[src/rtl/frt_pkg.sv]
`default_nettype none

package frt_pkg;

    localparam int DEFAULT_TABLE_DEPTH = 16;
    localparam int DEFAULT_ADDR_BITS   = 16;
    localparam int FIELD_ADDR_W        = 16;
    localparam int CFG_INDEX_W         = 2;
    localparam int CFG_DATA_W          = 16;

    localparam logic [7:0] RETRANSMIT_RESET = 8'd10;

    localparam logic [1:0] OP_ADD        = 2'd0;
    localparam logic [1:0] OP_SET_ONLINE = 2'd1;
    localparam logic [1:0] OP_REMOVE     = 2'd2;
    localparam logic [1:0] OP_LOOKUP     = 2'd3;

    localparam logic [2:0] STAT_INSERTED  = 3'd0;
    localparam logic [2:0] STAT_UPDATED   = 3'd1;
    localparam logic [2:0] STAT_UNCHANGED = 3'd2;
    localparam logic [2:0] STAT_NOT_FOUND = 3'd3;
    localparam logic [2:0] STAT_FULL      = 3'd4;
    localparam logic [2:0] STAT_REMOVED   = 3'd5;
    localparam logic [2:0] STAT_ACK       = 3'd6;
    localparam logic [2:0] STAT_MISMATCH  = 3'd7;

    localparam logic [CFG_INDEX_W-1:0] CFG_OWN_ADDRESS     = 2'd0;
    localparam logic [CFG_INDEX_W-1:0] CFG_RELIABLE_MODE   = 2'd1;
    localparam logic [CFG_INDEX_W-1:0] CFG_RETRANSMIT_TIME = 2'd2;

    localparam logic [2:0] MARK_UPD = 3'b001;
    localparam logic [2:0] MARK_CHG = 3'b010;
    localparam logic [2:0] MARK_ONL = 3'b100;

    typedef struct packed {
        logic [1:0]  operation;
        logic [15:0] source_addr;
        logic [15:0] flow_id;
        logic [15:0] hop_addr;
        logic [7:0]  action_code;
        logic [15:0] path_weight;
        logic [7:0]  hop_count;
    } in_item_t;

    typedef struct packed {
        logic [2:0]  status;
        logic        hit;
        logic [15:0] out_next_hop;
        logic [7:0]  out_action;
        logic [15:0] out_weight;
        logic [7:0]  out_hops;
        logic        out_updated_flag;
        logic        out_changed;
        logic        out_online;
        logic [7:0]  out_countdown;
    } out_item_t;

    typedef struct packed {
        logic start;
        logic scan;
        logic commit;
    } ctrl_cmd_t;

    typedef struct packed {
        logic scan_last;
        logic out_busy;
    } dp_status_t;

    typedef enum logic [1:0] {
        ST_IDLE,
        ST_SCAN,
        ST_COMP,
        ST_COMMIT
    } state_t;

endpackage

`default_nettype wire

[src/rtl/frt_ctrl.sv]
`default_nettype none

module frt_ctrl (
    input  wire logic              clk,
    input  wire logic              rst_n,
    input  wire logic              in_valid,
    output logic                   in_stall,
    input  wire frt_pkg::dp_status_t dp_status,
    output frt_pkg::ctrl_cmd_t     cmd
);
    import frt_pkg::*;

    state_t state_reg;
    state_t state_next;

    always_ff @(posedge clk or negedge rst_n)
    begin
        if (!rst_n)
        begin
            state_reg <= ST_IDLE;
        end
        else
        begin
            state_reg <= state_next;
        end
    end

    always_comb
    begin
        state_next = state_reg;
        case (state_reg)
            ST_IDLE:
            begin
                if (in_valid)
                begin
                    state_next = ST_SCAN;
                end
            end
            ST_SCAN:
            begin
                if (dp_status.scan_last)
                begin
                    state_next = ST_COMP;
                end
            end
            ST_COMP:
            begin
                state_next = ST_COMMIT;
            end
            ST_COMMIT:
            begin
                if (!dp_status.out_busy)
                begin
                    state_next = ST_IDLE;
                end
            end
            default:
            begin
                state_next = ST_IDLE;
            end
        endcase
    end

    always_comb
    begin
        in_stall   = 1'b1;
        cmd        = '0;
        case (state_reg)
            ST_IDLE:
            begin
                in_stall  = 1'b0;
                cmd.start = in_valid;
            end
            ST_SCAN:
            begin
                cmd.scan = 1'b1;
            end
            ST_COMP:
            begin
                cmd = '0;
            end
            ST_COMMIT:
            begin
                cmd.commit = !dp_status.out_busy;
            end
            default:
            begin
                cmd = '0;
            end
        endcase
    end

endmodule

`default_nettype wire

[src/rtl/frt_datapath.sv]
`default_nettype none

module frt_datapath #(
    parameter int TABLE_DEPTH = frt_pkg::DEFAULT_TABLE_DEPTH,
    parameter int ADDR_BITS   = frt_pkg::DEFAULT_ADDR_BITS
) (
    input  wire logic                            clk,
    input  wire logic                            rst_n,
    input  wire frt_pkg::in_item_t               in_data,
    output logic                                 out_valid,
    input  wire logic                            out_stall,
    output frt_pkg::out_item_t                   out_data,
    input  wire logic                            cfg_we,
    input  wire logic [frt_pkg::CFG_INDEX_W-1:0] cfg_index,
    input  wire logic [frt_pkg::CFG_DATA_W-1:0]  cfg_wdata,
    input  wire frt_pkg::ctrl_cmd_t              cmd,
    output frt_pkg::dp_status_t                  dp_status
);
    import frt_pkg::*;

    localparam int AW = (ADDR_BITS < FIELD_ADDR_W) ? ADDR_BITS : FIELD_ADDR_W;
    localparam int IW = $clog2(TABLE_DEPTH);
    localparam logic [IW-1:0] LAST_IDX = IW'(TABLE_DEPTH - 1);

    typedef struct packed {
        logic [AW-1:0] source;
        logic [15:0]   flow;
        logic [AW-1:0] hop_addr;
        logic [7:0]    action;
        logic [15:0]   weight;
        logic [7:0]    hops;
        logic [2:0]    marks;
        logic [7:0]    countdown;
    } entry_t;

    entry_t mem [TABLE_DEPTH];

    logic [15:0]            own_addr_reg;
    logic                   reliable_reg;
    logic [7:0]             retx_time_reg;
    logic [TABLE_DEPTH-1:0] valid_reg;
    logic [IW-1:0]          cnt_reg;
    logic                   rd_pend_reg;
    logic [IW-1:0]          rd_idx_reg;
    logic                   hit_found_reg;
    logic                   free_found_reg;
    logic                   any_rm_reg;
    logic                   out_valid_reg;
    in_item_t               item_reg;
    entry_t                 rd_data_reg;
    entry_t                 hit_entry_reg;
    logic [IW-1:0]          hit_idx_reg;
    logic [IW-1:0]          free_idx_reg;
    out_item_t              out_data_reg;

    logic [AW-1:0] key_src;
    logic [AW-1:0] key_nh;
    logic          cmp_valid;
    logic          cmp_key;
    logic          cmp_src;
    logic          own_match;
    logic          differs;
    logic          show;
    logic          wr_en;
    logic          set_valid;
    logic [IW-1:0] wr_idx;
    logic [2:0]    res_status;
    entry_t        ent;
    out_item_t     res;

    assign key_src   = item_reg.source_addr[AW-1:0];
    assign key_nh    = item_reg.hop_addr[AW-1:0];
    assign cmp_valid = rd_pend_reg && valid_reg[rd_idx_reg];
    assign cmp_src   = cmp_valid && (rd_data_reg.source == key_src);
    assign cmp_key   = cmp_src && (rd_data_reg.flow == item_reg.flow_id);
    assign own_match = (key_src == own_addr_reg[AW-1:0]);
    assign differs   = (hit_entry_reg.hop_addr != key_nh)
                    || (hit_entry_reg.action != item_reg.action_code);

    assign dp_status.scan_last = (cnt_reg == LAST_IDX);
    assign dp_status.out_busy  = out_valid_reg && out_stall;
    assign out_valid           = out_valid_reg;
    assign out_data            = out_data_reg;

    always_comb
    begin
        ent        = hit_entry_reg;
        show       = 1'b0;
        wr_en      = 1'b0;
        set_valid  = 1'b0;
        wr_idx     = hit_idx_reg;
        res_status = STAT_NOT_FOUND;
        case (item_reg.operation)
            OP_ADD:
            begin
                if (hit_found_reg || free_found_reg)
                begin
                    if (hit_found_reg)
                    begin
                        if (differs)
                        begin
                            ent.hop_addr = key_nh;
                            ent.action   = item_reg.action_code;
                            ent.marks    = ent.marks | MARK_UPD | MARK_CHG;
                            res_status   = STAT_UPDATED;
                        end
                        else
                        begin
                            res_status = STAT_UNCHANGED;
                        end
                    end
                    else
                    begin
                        ent.source   = key_src;
                        ent.flow     = item_reg.flow_id;
                        ent.hop_addr = key_nh;
                        ent.action   = item_reg.action_code;
                        ent.marks    = MARK_CHG;
                        wr_idx       = free_idx_reg;
                        set_valid    = 1'b1;
                        res_status   = STAT_INSERTED;
                    end
                    if (!hit_found_reg || differs)
                    begin
                        if (reliable_reg)
                        begin
                            ent.marks     = ent.marks & ~MARK_ONL;
                            ent.countdown = retx_time_reg;
                        end
                        else
                        begin
                            ent.marks     = ent.marks | MARK_ONL;
                            ent.countdown = 8'd0;
                        end
                    end
                    ent.weight = item_reg.path_weight;
                    ent.hops   = item_reg.hop_count;
                    if (own_match)
                    begin
                        ent.marks = ent.marks | MARK_ONL;
                    end
                    wr_en = 1'b1;
                    show  = 1'b1;
                end
                else
                begin
                    res_status = STAT_FULL;
                end
            end
            OP_SET_ONLINE:
            begin
                if (hit_found_reg)
                begin
                    show = 1'b1;
                    if (!differs)
                    begin
                        ent.marks  = ent.marks | MARK_ONL;
                        wr_en      = 1'b1;
                        res_status = STAT_ACK;
                    end
                    else
                    begin
                        res_status = STAT_MISMATCH;
                    end
                end
            end
            OP_REMOVE:
            begin
                res_status = any_rm_reg ? STAT_REMOVED : STAT_NOT_FOUND;
            end
            OP_LOOKUP:
            begin
                if (hit_found_reg)
                begin
                    show       = 1'b1;
                    res_status = STAT_UNCHANGED;
                end
            end
            default:
            begin
                res_status = STAT_NOT_FOUND;
            end
        endcase

        res        = '0;
        res.status = res_status;
        if (show)
        begin
            res.hit              = 1'b1;
            res.out_next_hop     = 16'(ent.hop_addr);
            res.out_action       = ent.action;
            res.out_weight       = ent.weight;
            res.out_hops         = ent.hops;
            res.out_updated_flag = ent.marks[0];
            res.out_changed      = ent.marks[1];
            res.out_online       = ent.marks[2];
            res.out_countdown    = ent.countdown;
        end
    end

    always_ff @(posedge clk)
    begin
        if (cmd.commit && wr_en)
        begin
            mem[wr_idx] <= ent;
        end
        if (cmd.scan)
        begin
            rd_data_reg <= mem[cnt_reg];
        end
    end

    always_ff @(posedge clk or negedge rst_n)
    begin
        if (!rst_n)
        begin
            own_addr_reg   <= '0;
            reliable_reg   <= 1'b0;
            retx_time_reg  <= RETRANSMIT_RESET;
            valid_reg      <= '0;
            cnt_reg        <= '0;
            rd_pend_reg    <= 1'b0;
            rd_idx_reg     <= '0;
            hit_found_reg  <= 1'b0;
            free_found_reg <= 1'b0;
            any_rm_reg     <= 1'b0;
            out_valid_reg  <= 1'b0;
        end
        else
        begin
            if (cfg_we)
            begin
                case (cfg_index)
                    CFG_OWN_ADDRESS:     own_addr_reg  <= cfg_wdata;
                    CFG_RELIABLE_MODE:   reliable_reg  <= cfg_wdata[0];
                    CFG_RETRANSMIT_TIME: retx_time_reg <= cfg_wdata[7:0];
                    default:             own_addr_reg  <= own_addr_reg;
                endcase
            end

            rd_pend_reg <= cmd.scan;
            if (cmd.scan)
            begin
                rd_idx_reg <= cnt_reg;
                cnt_reg    <= cnt_reg + 1'b1;
            end

            if (cmd.start)
            begin
                cnt_reg        <= '0;
                hit_found_reg  <= 1'b0;
                free_found_reg <= 1'b0;
                any_rm_reg     <= 1'b0;
            end
            else
            begin
                if (cmp_key)
                begin
                    hit_found_reg <= 1'b1;
                end
                if (rd_pend_reg && !valid_reg[rd_idx_reg])
                begin
                    free_found_reg <= 1'b1;
                end
                if (cmp_src && (item_reg.operation == OP_REMOVE))
                begin
                    valid_reg[rd_idx_reg] <= 1'b0;
                    any_rm_reg            <= 1'b1;
                end
            end

            if (cmd.commit && set_valid)
            begin
                valid_reg[wr_idx] <= 1'b1;
            end

            if (cmd.commit)
            begin
                out_valid_reg <= 1'b1;
            end
            else if (out_valid_reg && !out_stall)
            begin
                out_valid_reg <= 1'b0;
            end
        end
    end

    always_ff @(posedge clk)
    begin
        if (cmd.start)
        begin
            item_reg <= in_data;
        end
        if (!cmd.start && cmp_key && !hit_found_reg)
        begin
            hit_entry_reg <= rd_data_reg;
            hit_idx_reg   <= rd_idx_reg;
        end
        if (!cmd.start && rd_pend_reg && !valid_reg[rd_idx_reg] && !free_found_reg)
        begin
            free_idx_reg <= rd_idx_reg;
        end
        if (cmd.commit)
        begin
            out_data_reg <= res;
        end
    end

endmodule

`default_nettype wire

[src/rtl/flow_id_route_table_core.sv]
// An item goes through scan, compare and commit; commit registers the result beat.
// The table memory has one read port, so the key search walks one entry per cycle.
// No new item is taken until the last one commits, later if the result is held.
// Reset clears all entry valid bits and loads the configuration reset values;
// the table is usable in the first cycle after reset with no clearing pass.
`default_nettype none

module flow_id_route_table_core #(
    parameter int TABLE_DEPTH = frt_pkg::DEFAULT_TABLE_DEPTH,
    parameter int ADDR_BITS   = frt_pkg::DEFAULT_ADDR_BITS
) (
    input  wire logic                            clk,
    input  wire logic                            rst_n,
    input  wire logic                            in_valid,
    output logic                                 in_stall,
    input  wire frt_pkg::in_item_t               in_data,
    output logic                                 out_valid,
    input  wire logic                            out_stall,
    output frt_pkg::out_item_t                   out_data,
    input  wire logic                            cfg_we,
    input  wire logic [frt_pkg::CFG_INDEX_W-1:0] cfg_index,
    input  wire logic [frt_pkg::CFG_DATA_W-1:0]  cfg_wdata
);
    import frt_pkg::*;

    ctrl_cmd_t  cmd;
    dp_status_t dp_status;

    frt_ctrl u_ctrl (
        .clk       (clk),
        .rst_n     (rst_n),
        .in_valid  (in_valid),
        .in_stall  (in_stall),
        .dp_status (dp_status),
        .cmd       (cmd)
    );

    frt_datapath #(
        .TABLE_DEPTH (TABLE_DEPTH),
        .ADDR_BITS   (ADDR_BITS)
    ) u_datapath (
        .clk       (clk),
        .rst_n     (rst_n),
        .in_data   (in_data),
        .out_valid (out_valid),
        .out_stall (out_stall),
        .out_data  (out_data),
        .cfg_we    (cfg_we),
        .cfg_index (cfg_index),
        .cfg_wdata (cfg_wdata),
        .cmd       (cmd),
        .dp_status (dp_status)
    );

endmodule

`default_nettype wire

[config.mk]
export PLATFORM = sky130hd
export DESIGN_NAME = flow_id_route_table_core
export DESIGN_NICKNAME = d
export VERILOG_FILES = /design/src/rtl/frt_pkg.sv /design/src/rtl/frt_ctrl.sv /design/src/rtl/frt_datapath.sv /design/src/rtl/flow_id_route_table_core.sv
export SDC_FILE = /design/constraint.sdc
export NUM_CORES = 2
export LEC_CHECK = 0
export ABC_AREA = 1
export BUFFER_PORTS_ARGS = -buffer_cell sky130_fd_sc_hd__buf_2
export CAP_MARGIN = 20
export CORE_MARGIN = 4
export CORE_UTILIZATION = 35
export CTS_CLUSTER_SIZE = 10
export DETAILED_ROUTE_END_ITERATION = 6
export GPL_TIMING_DRIVEN = 1
export PLACE_DENSITY_LB_ADDON = 0.08
export SYNTH_ARGS = -nofsm -noshare
export SYNTH_HDL_FRONTEND = slang
export SYNTH_SLANG_ARGS = --single-unit
[constraint.sdc]
create_clock -name clk -period 10.8 [get_ports clk]
set_input_delay 2.16 -clock clk [delete_from_list [all_inputs] [get_ports clk]]
set_output_delay 2.16 -clock clk [all_outputs]
set_load 0.02 [all_outputs]
# Word level (Yosys, flattened, before mapping)
# Memory sizes are Yosys's and may differ from the RTL's. A register that Yosys moved wholly into a read port is not among the register bits.
# Cells that the tools add are included.
# word_totals
ff_bits	300
ram_bits	1456
output_inout_bits	65
mem_count	1
# op_classes
add_sub_neg	1
n_lt_le_gt_ge	4
n_eq_ne	17
muxes	64
bitwise	3
reduce_logical	38
# memory_table
name	words	word_bits	read_ports	rd_clocked_by_memory_dff	write_ports	line	rtl
u_datapath.mem	16	91	1	1	1	frt_datapath.sv:36	entry_t mem [TABLE_DEPTH];
# ops
operator	count
91-bit 2-to-1 mux	1
80-bit 2-to-1 mux	1
60-bit 2-to-1 mux	1
16-bit == test	3
16-bit 2-to-1 mux	3
24-bit 2-to-1 mux	2
32-bit 2-to-1 mux	1
1-bit 2-to-1 mux	26
11-bit 2-to-1 mux	2
3-bit 2-to-1 mux	7
4-bit 2-to-1 mux	5
16-bit AND	1
1-bit logical AND	16
16-bit != test	1
16-bit NOT	1
16-bit OR	1
2-bit 2-to-1 mux	6
3-bit one-hot mux with 4 select lines	1
2-bit == test (second input constant)	5
4-bit by 5-bit less-than comparator with 1-bit output (second input constant)	2
2-bit nonzero test	5
1-bit demux with 4-bit select	2
4-bit by 1-bit greater-or-equal comparator with 1-bit output (second input constant)	2
8-bit 2-to-1 mux	1
15 further kinds	31

# Longest topological paths before layout
# depth
ltp_word	10
ltp_mapped	13
ltp_nobuf	13

# Modules after synthesis
# From an unflattened synthesis, not the netlist that was laid out.
# unflattened
cells_unflattened	5173
area_unflattened_um2	73407.9
# modules_own_cells
mod	n_inst	cells_per_inst	area_each_um2	seq_area_each_um2
frt_datapath	1	5144	73188.9	55135.4
frt_ctrl	1	29	219.0	50.0

# Least setup slack after synthesis
# No wires, ideal clock.
# synth_path
path_type	input -> register
startpoint	input port out_stall
endpoint	memory u_datapath.mem[10][0] in the netlist's numbering, enable pin
arrival_time_ns	10.207
slack_ns	-0.059
cell_stages	5
path_buffers	0
cell_sequence	nand2_1 > nand2_1 > inv_1 > nand2_1 > nor3_1
# synth_lines
element	line	rtl
start: declaration	flow_id_route_table_core.sv:18	input wire logic out_stall,
end: declaration	frt_datapath.sv:36	

# Worst setup path after layout
# layout_path
startpoint	register u_datapath.item_reg[81] in the netlist's numbering
endpoint	memory u_datapath.mem[11][47] in the netlist's numbering, enable pin
# layout_between
elab_chain_cells	5
elab_cells_between_ends	7
cone_classes	eq/ne (1); mux (4); reduce/logical (2)
# layout_lines
element	line	rtl
start: declaration	frt_datapath.sv:49	in_item_t item_reg;
start signal: assignment	frt_datapath.sv:292	item_reg <= in_data;
2-bit by 1-bit == test with 1-bit output or 2-bit zero test (tied branches)	frt_datapath.sv:93	case (item_reg.operation)
1-bit one-hot mux with 2 select lines	frt_datapath.sv:93	
1-bit logical AND	frt_datapath.sv:203	if (cmd.commit && wr_en)
1-bit 2-to-1 mux	frt_datapath.sv:203	
1-bit 2-to-1 mux (not written as such)	frt_datapath.sv:205	mem[wr_idx] <= ent;
# Several ways; a longest one is shown, not always the timed one.

==> key figures <==
Clocking
  • H-tree depth: 4
  • Cts hold-fix bufs: 0
  • Post-cts resize count: 0
  • Setup Buffers After CTS: 0
  • CTS Root Cell: clkbuf_16
  • Skew-Pair Late Insertion Delay: 0.85 ns
  • TritonCTS Buffers: between 200 and 250
  • Clk sinks: 1847
  • TritonCTS clock tree: built
  • Maximum clock insertion buffer count: 3
  • Reg clk slew, reported paths: 0.06 ns

Logic synthesis
  • Mapped Cells: 5261
  • Post-synth EDFFs: 1791
  • Adder-Cell Fraction of Synth Area: less than 1%
  • Mapped Area: 0.0716 mm2
  • Synthesis warning total: 0
  • Synthesized net count: between 5000 and 6000
  • FF+latch count, synth: 1847
  • Post-synthesis simple-gate area fraction: 9.08%
  • Largest family of logic cells by synthesized area: compound AO/OA/AOI/OAI gates
  • Register area share after synthesis: 77.1%
  • Post-synth cell types: 38
  • Mux share of post-synthesis cell area: 0.409%
  • Syn Area/Cell: 13.6 um2
  • Async set-reset flop share out of synthesis: 3.03%
  • Main synth FF type: edfxtp_1
  • Synth Area in XOR/XNOR: 0.441%
  • Complex-gate fraction of the synthesized area: between 10% and 20%

Timing
  • Slew @ Worst Pin: 1.15 ns
  • Min cycle time layout: 5.47 ns
  • Fin Hold WS: 0.400 ns
  • Slew Limit Headroom: around a quarter
  • Slew Limit Fails: 0
  • Final setup viols: 0
  • RSZ-0062 raised after global routing: false
  • F_max: 183 MHz
  • Fin. Hold Viols: 0
  • Clk_skew: 0.0473 ns
  • Final Cycle Share: 50.7%

Power and ir drop
  • Pwr Total: 20.6 mW
  • PwrDens: 254 mW/mm2
  • Comb pwr share: 25.4%
  • Cell Int Power: 13.7 mW
  • Static leakage: 26.8 nW
  • Peak VDD IR: 195 uV
  • NetSw: 6.98 mW
  • Clk pwr share: 30.6%
  • Sequential power share: about 44%
  • Switching fraction of total power: approximately 34%

Layout
  • Most frequent cells in the layout: edfxtp_1 (1791), nor2_1 (801), o21ai_0 (771), nand2_1 (507), o22ai_1 (223)
  • FILL cells: 19083
  • Storage cell area: approximately 0.055 mm2
  • Post-route cell area: 0.0814 mm2
  • Fin nets: 5529
  • Multi-input logic area: 0.0147 mm2
  • Final core utilization: roughly 40%
  • Proportion of layout cells with a drive suffix above 1: 11.4%
  • Area Growth Syn to Fin: 13.7%
  • Layout Cells excl Fill: 8177
  • Max reg flops: 1456
  • Commonest non-fill, non-tap cell in the layout: edfxtp_1

Drt
  • WL per Instance: 25.6 um
  • Via count: 43470
  • First-pass iteration count of the detailed router: 5
  • DR iter-0 viols: about 3800
  • Post-route DRC: 0
  • Avg Vias per Cell: 5.32
  • Antenna Violating Nets Remaining: 0
  • WL final: 210 mm

Critical path
  • CP required: 11.26 ns
  • Worst r2r src: u_datapath.item_reg[81]$_DFFE_PP_
  • Reg2Reg Depth: 11
  • CP Cell Sequence: nor2_4 -> buf_4 -> inv_2 -> nor3_4 -> inv_2 -> o21ai_1 -> nand2_2 -> inv_2 -> nand2_1 -> nor2_4 -> buf_4
  • Crit path DAT: 5.93 ns
  • Crit end category: flop
  • CP max FO: 40
  • R2R Setup Slk: 5.33 ns
  • Worst R2R End: u_datapath.mem[11][47]$_DFFE_PP_
  • Max stage delay cell, worst path: nor2_4
  • Slowest stage delay, CP: ~0.83 ns
  • Setup crit start kind: flop
  • WS Path Type: reg -> reg
  • Worst setup path endpoint: u_datapath.mem[11][47]$_DFFE_PP_
  • Worst setup startpoint: u_datapath.item_reg[81]$_DFFE_PP_
  • Most frequent cell on the critical path: inv_2

Placement
  • Cells after DPL: 7873
  • Gpl congestion: 0.767
  • Area post-placement: around 0.075 mm2
  • Post-DP HPWL: 110 mm
  • Port Buffers: 169

Die
  • Die area: 0.212 mm2
  • IO Count: 170
  • Core area: 0.203 mm2
  • Die height: 460 um
  • Num rows: 165
  • Die width: 460 um
  • Starting Density: 35.3%

GRT
  • First-pass GRT wire length: 305 mm
  • Vias in the first global route: about 43000
  • Largest net degree at the start of global routing: 214
  • GRT Total Usage: 19.5%
  • Initial antenna violation count: 8
  • Remaining global-route overflow: 0

Status
  • Status: complete, no violations

Flow run
  • Max_cap viols: 0

Min path
  • HP Class: reg -> reg
==> Yosys cell counts (16+ instances only) <==
| cell | instances | area [um2] |
|---|---|---|
| xnor2_1 | 17 | 149 |
| inv_2 | 17 | 63.8 |
| nor3_1 | 21 | 105 |
| o221ai_1 | 145 | 1270 |
| dfrtp_1 | 54 | 1350 |
| nand4_1 | 22 | 138 |
| mux2_2 | 26 | 293 |
| buf_2 | 60 | 300 |
| o22ai_1 | 223 | 1400 |
| o21ai_1 | 62 | 310 |
| o211ai_1 | 38 | 285 |
| clkbuf_1 | 247 | 927 |
| a21oi_1 | 35 | 175 |
| edfxtp_1 | 1791 | 53800 |
| nand2_1 | 507 | 1900 |
| nor2_1 | 809 | 3040 |
| or2_2 | 33 | 206 |
| xor2_1 | 19 | 166 |
| inv_1 | 121 | 454 |
| nand3_1 | 180 | 901 |
| buf_1 | 16 | 60.1 |
| o21ai_0 | 771 | 3860 |
==> critical path, delay by kind of cell, from the launching register on <==
kind / cells / cell delay (ns)
AND/OR/NAND/NOR: 5 / 1.90
AO/OA/AOI/OAI: 1 / 0.39
buffers and inverters: 5 / 2.17
flip-flops: 1 / 0.45
==> metrics by stage <==
step | setup slack (ns) | setup TNS, ns
final | 5.33 | 0
after global routing | 4.95 | 0
after CTS | 5.13 | 0
after detailed placement | 5.15 | 0
after global placement | 5.14 | 0
after floorplan | -0.0592 | -32.01
==> kinds of logic after synthesis <==
group,count (synthesis)
buffers and inverters,467
DFF,1847
muxes,26
and+or+nand+nor,1598
xor gates and xnor gates,36
AOI/OAI and AO/OA,1281
adders and majority gates,6
==> power groups by stage <==
stage          clock network, mW  logic (mW)  registers (mW)
4_1_cts                     6.50        5.32            9.09
3_5_place_dp                   0        5.31            9.22
3_3_place_gp                   0        5.30            9.23
2_1_floorplan                  0        3.31            9.10
5_1_grt                     6.79        5.82            9.12
6_report                    6.31        5.24            9.08
==> final cells by class <==
class / count / area share [%]
Sequential cell: 1847 / 67.8
Multi-Input combinational cell: 2947 / 18.1
Clock buffer: 278 / 6.86
Tap cell: 2672 / 4.11
Timing Repair Buffer: 276 / 2.14
Inverter: 138 / 0.680
Clock inverter: 18 / 0.311
Antenna cell: 1 / 0.00308
==> worst min-delay path by stage <==
stage,from,end,slack (ns),depth (start not counted)
detailed placement,u_datapath.rd_data_reg[26]$_DFFE_PP_,u_datapath.hit_entry_reg[26]$_DFFE_PP_,0.40,0
finish,u_datapath.rd_data_reg[2]$_DFFE_PP_,u_datapath.hit_entry_reg[2]$_DFFE_PP_,0.40,0
CTS,u_datapath.rd_data_reg[2]$_DFFE_PP_,u_datapath.hit_entry_reg[2]$_DFFE_PP_,0.40,0
floorplan,u_datapath.rd_data_reg[0]$_DFFE_PP_,u_datapath.hit_entry_reg[0]$_DFFE_PP_,0.40,0
global placement,u_datapath.rd_data_reg[7]$_DFFE_PP_,u_datapath.hit_entry_reg[7]$_DFFE_PP_,0.40,0
global route,u_datapath.rd_data_reg[1]$_DFFE_PP_,u_datapath.hit_entry_reg[1]$_DFFE_PP_,0.41,0
==> layer usage <==
metal | routed length (um) | GRT usage, %
met1 | 99600 | 28.6
met2 | 96100 | 31.0
met3 | 9820 | 2.79
met4 | 4120 | 4.39
met5 | 0 | 0
Note: power is estimated with default switching activity, not from simulation.
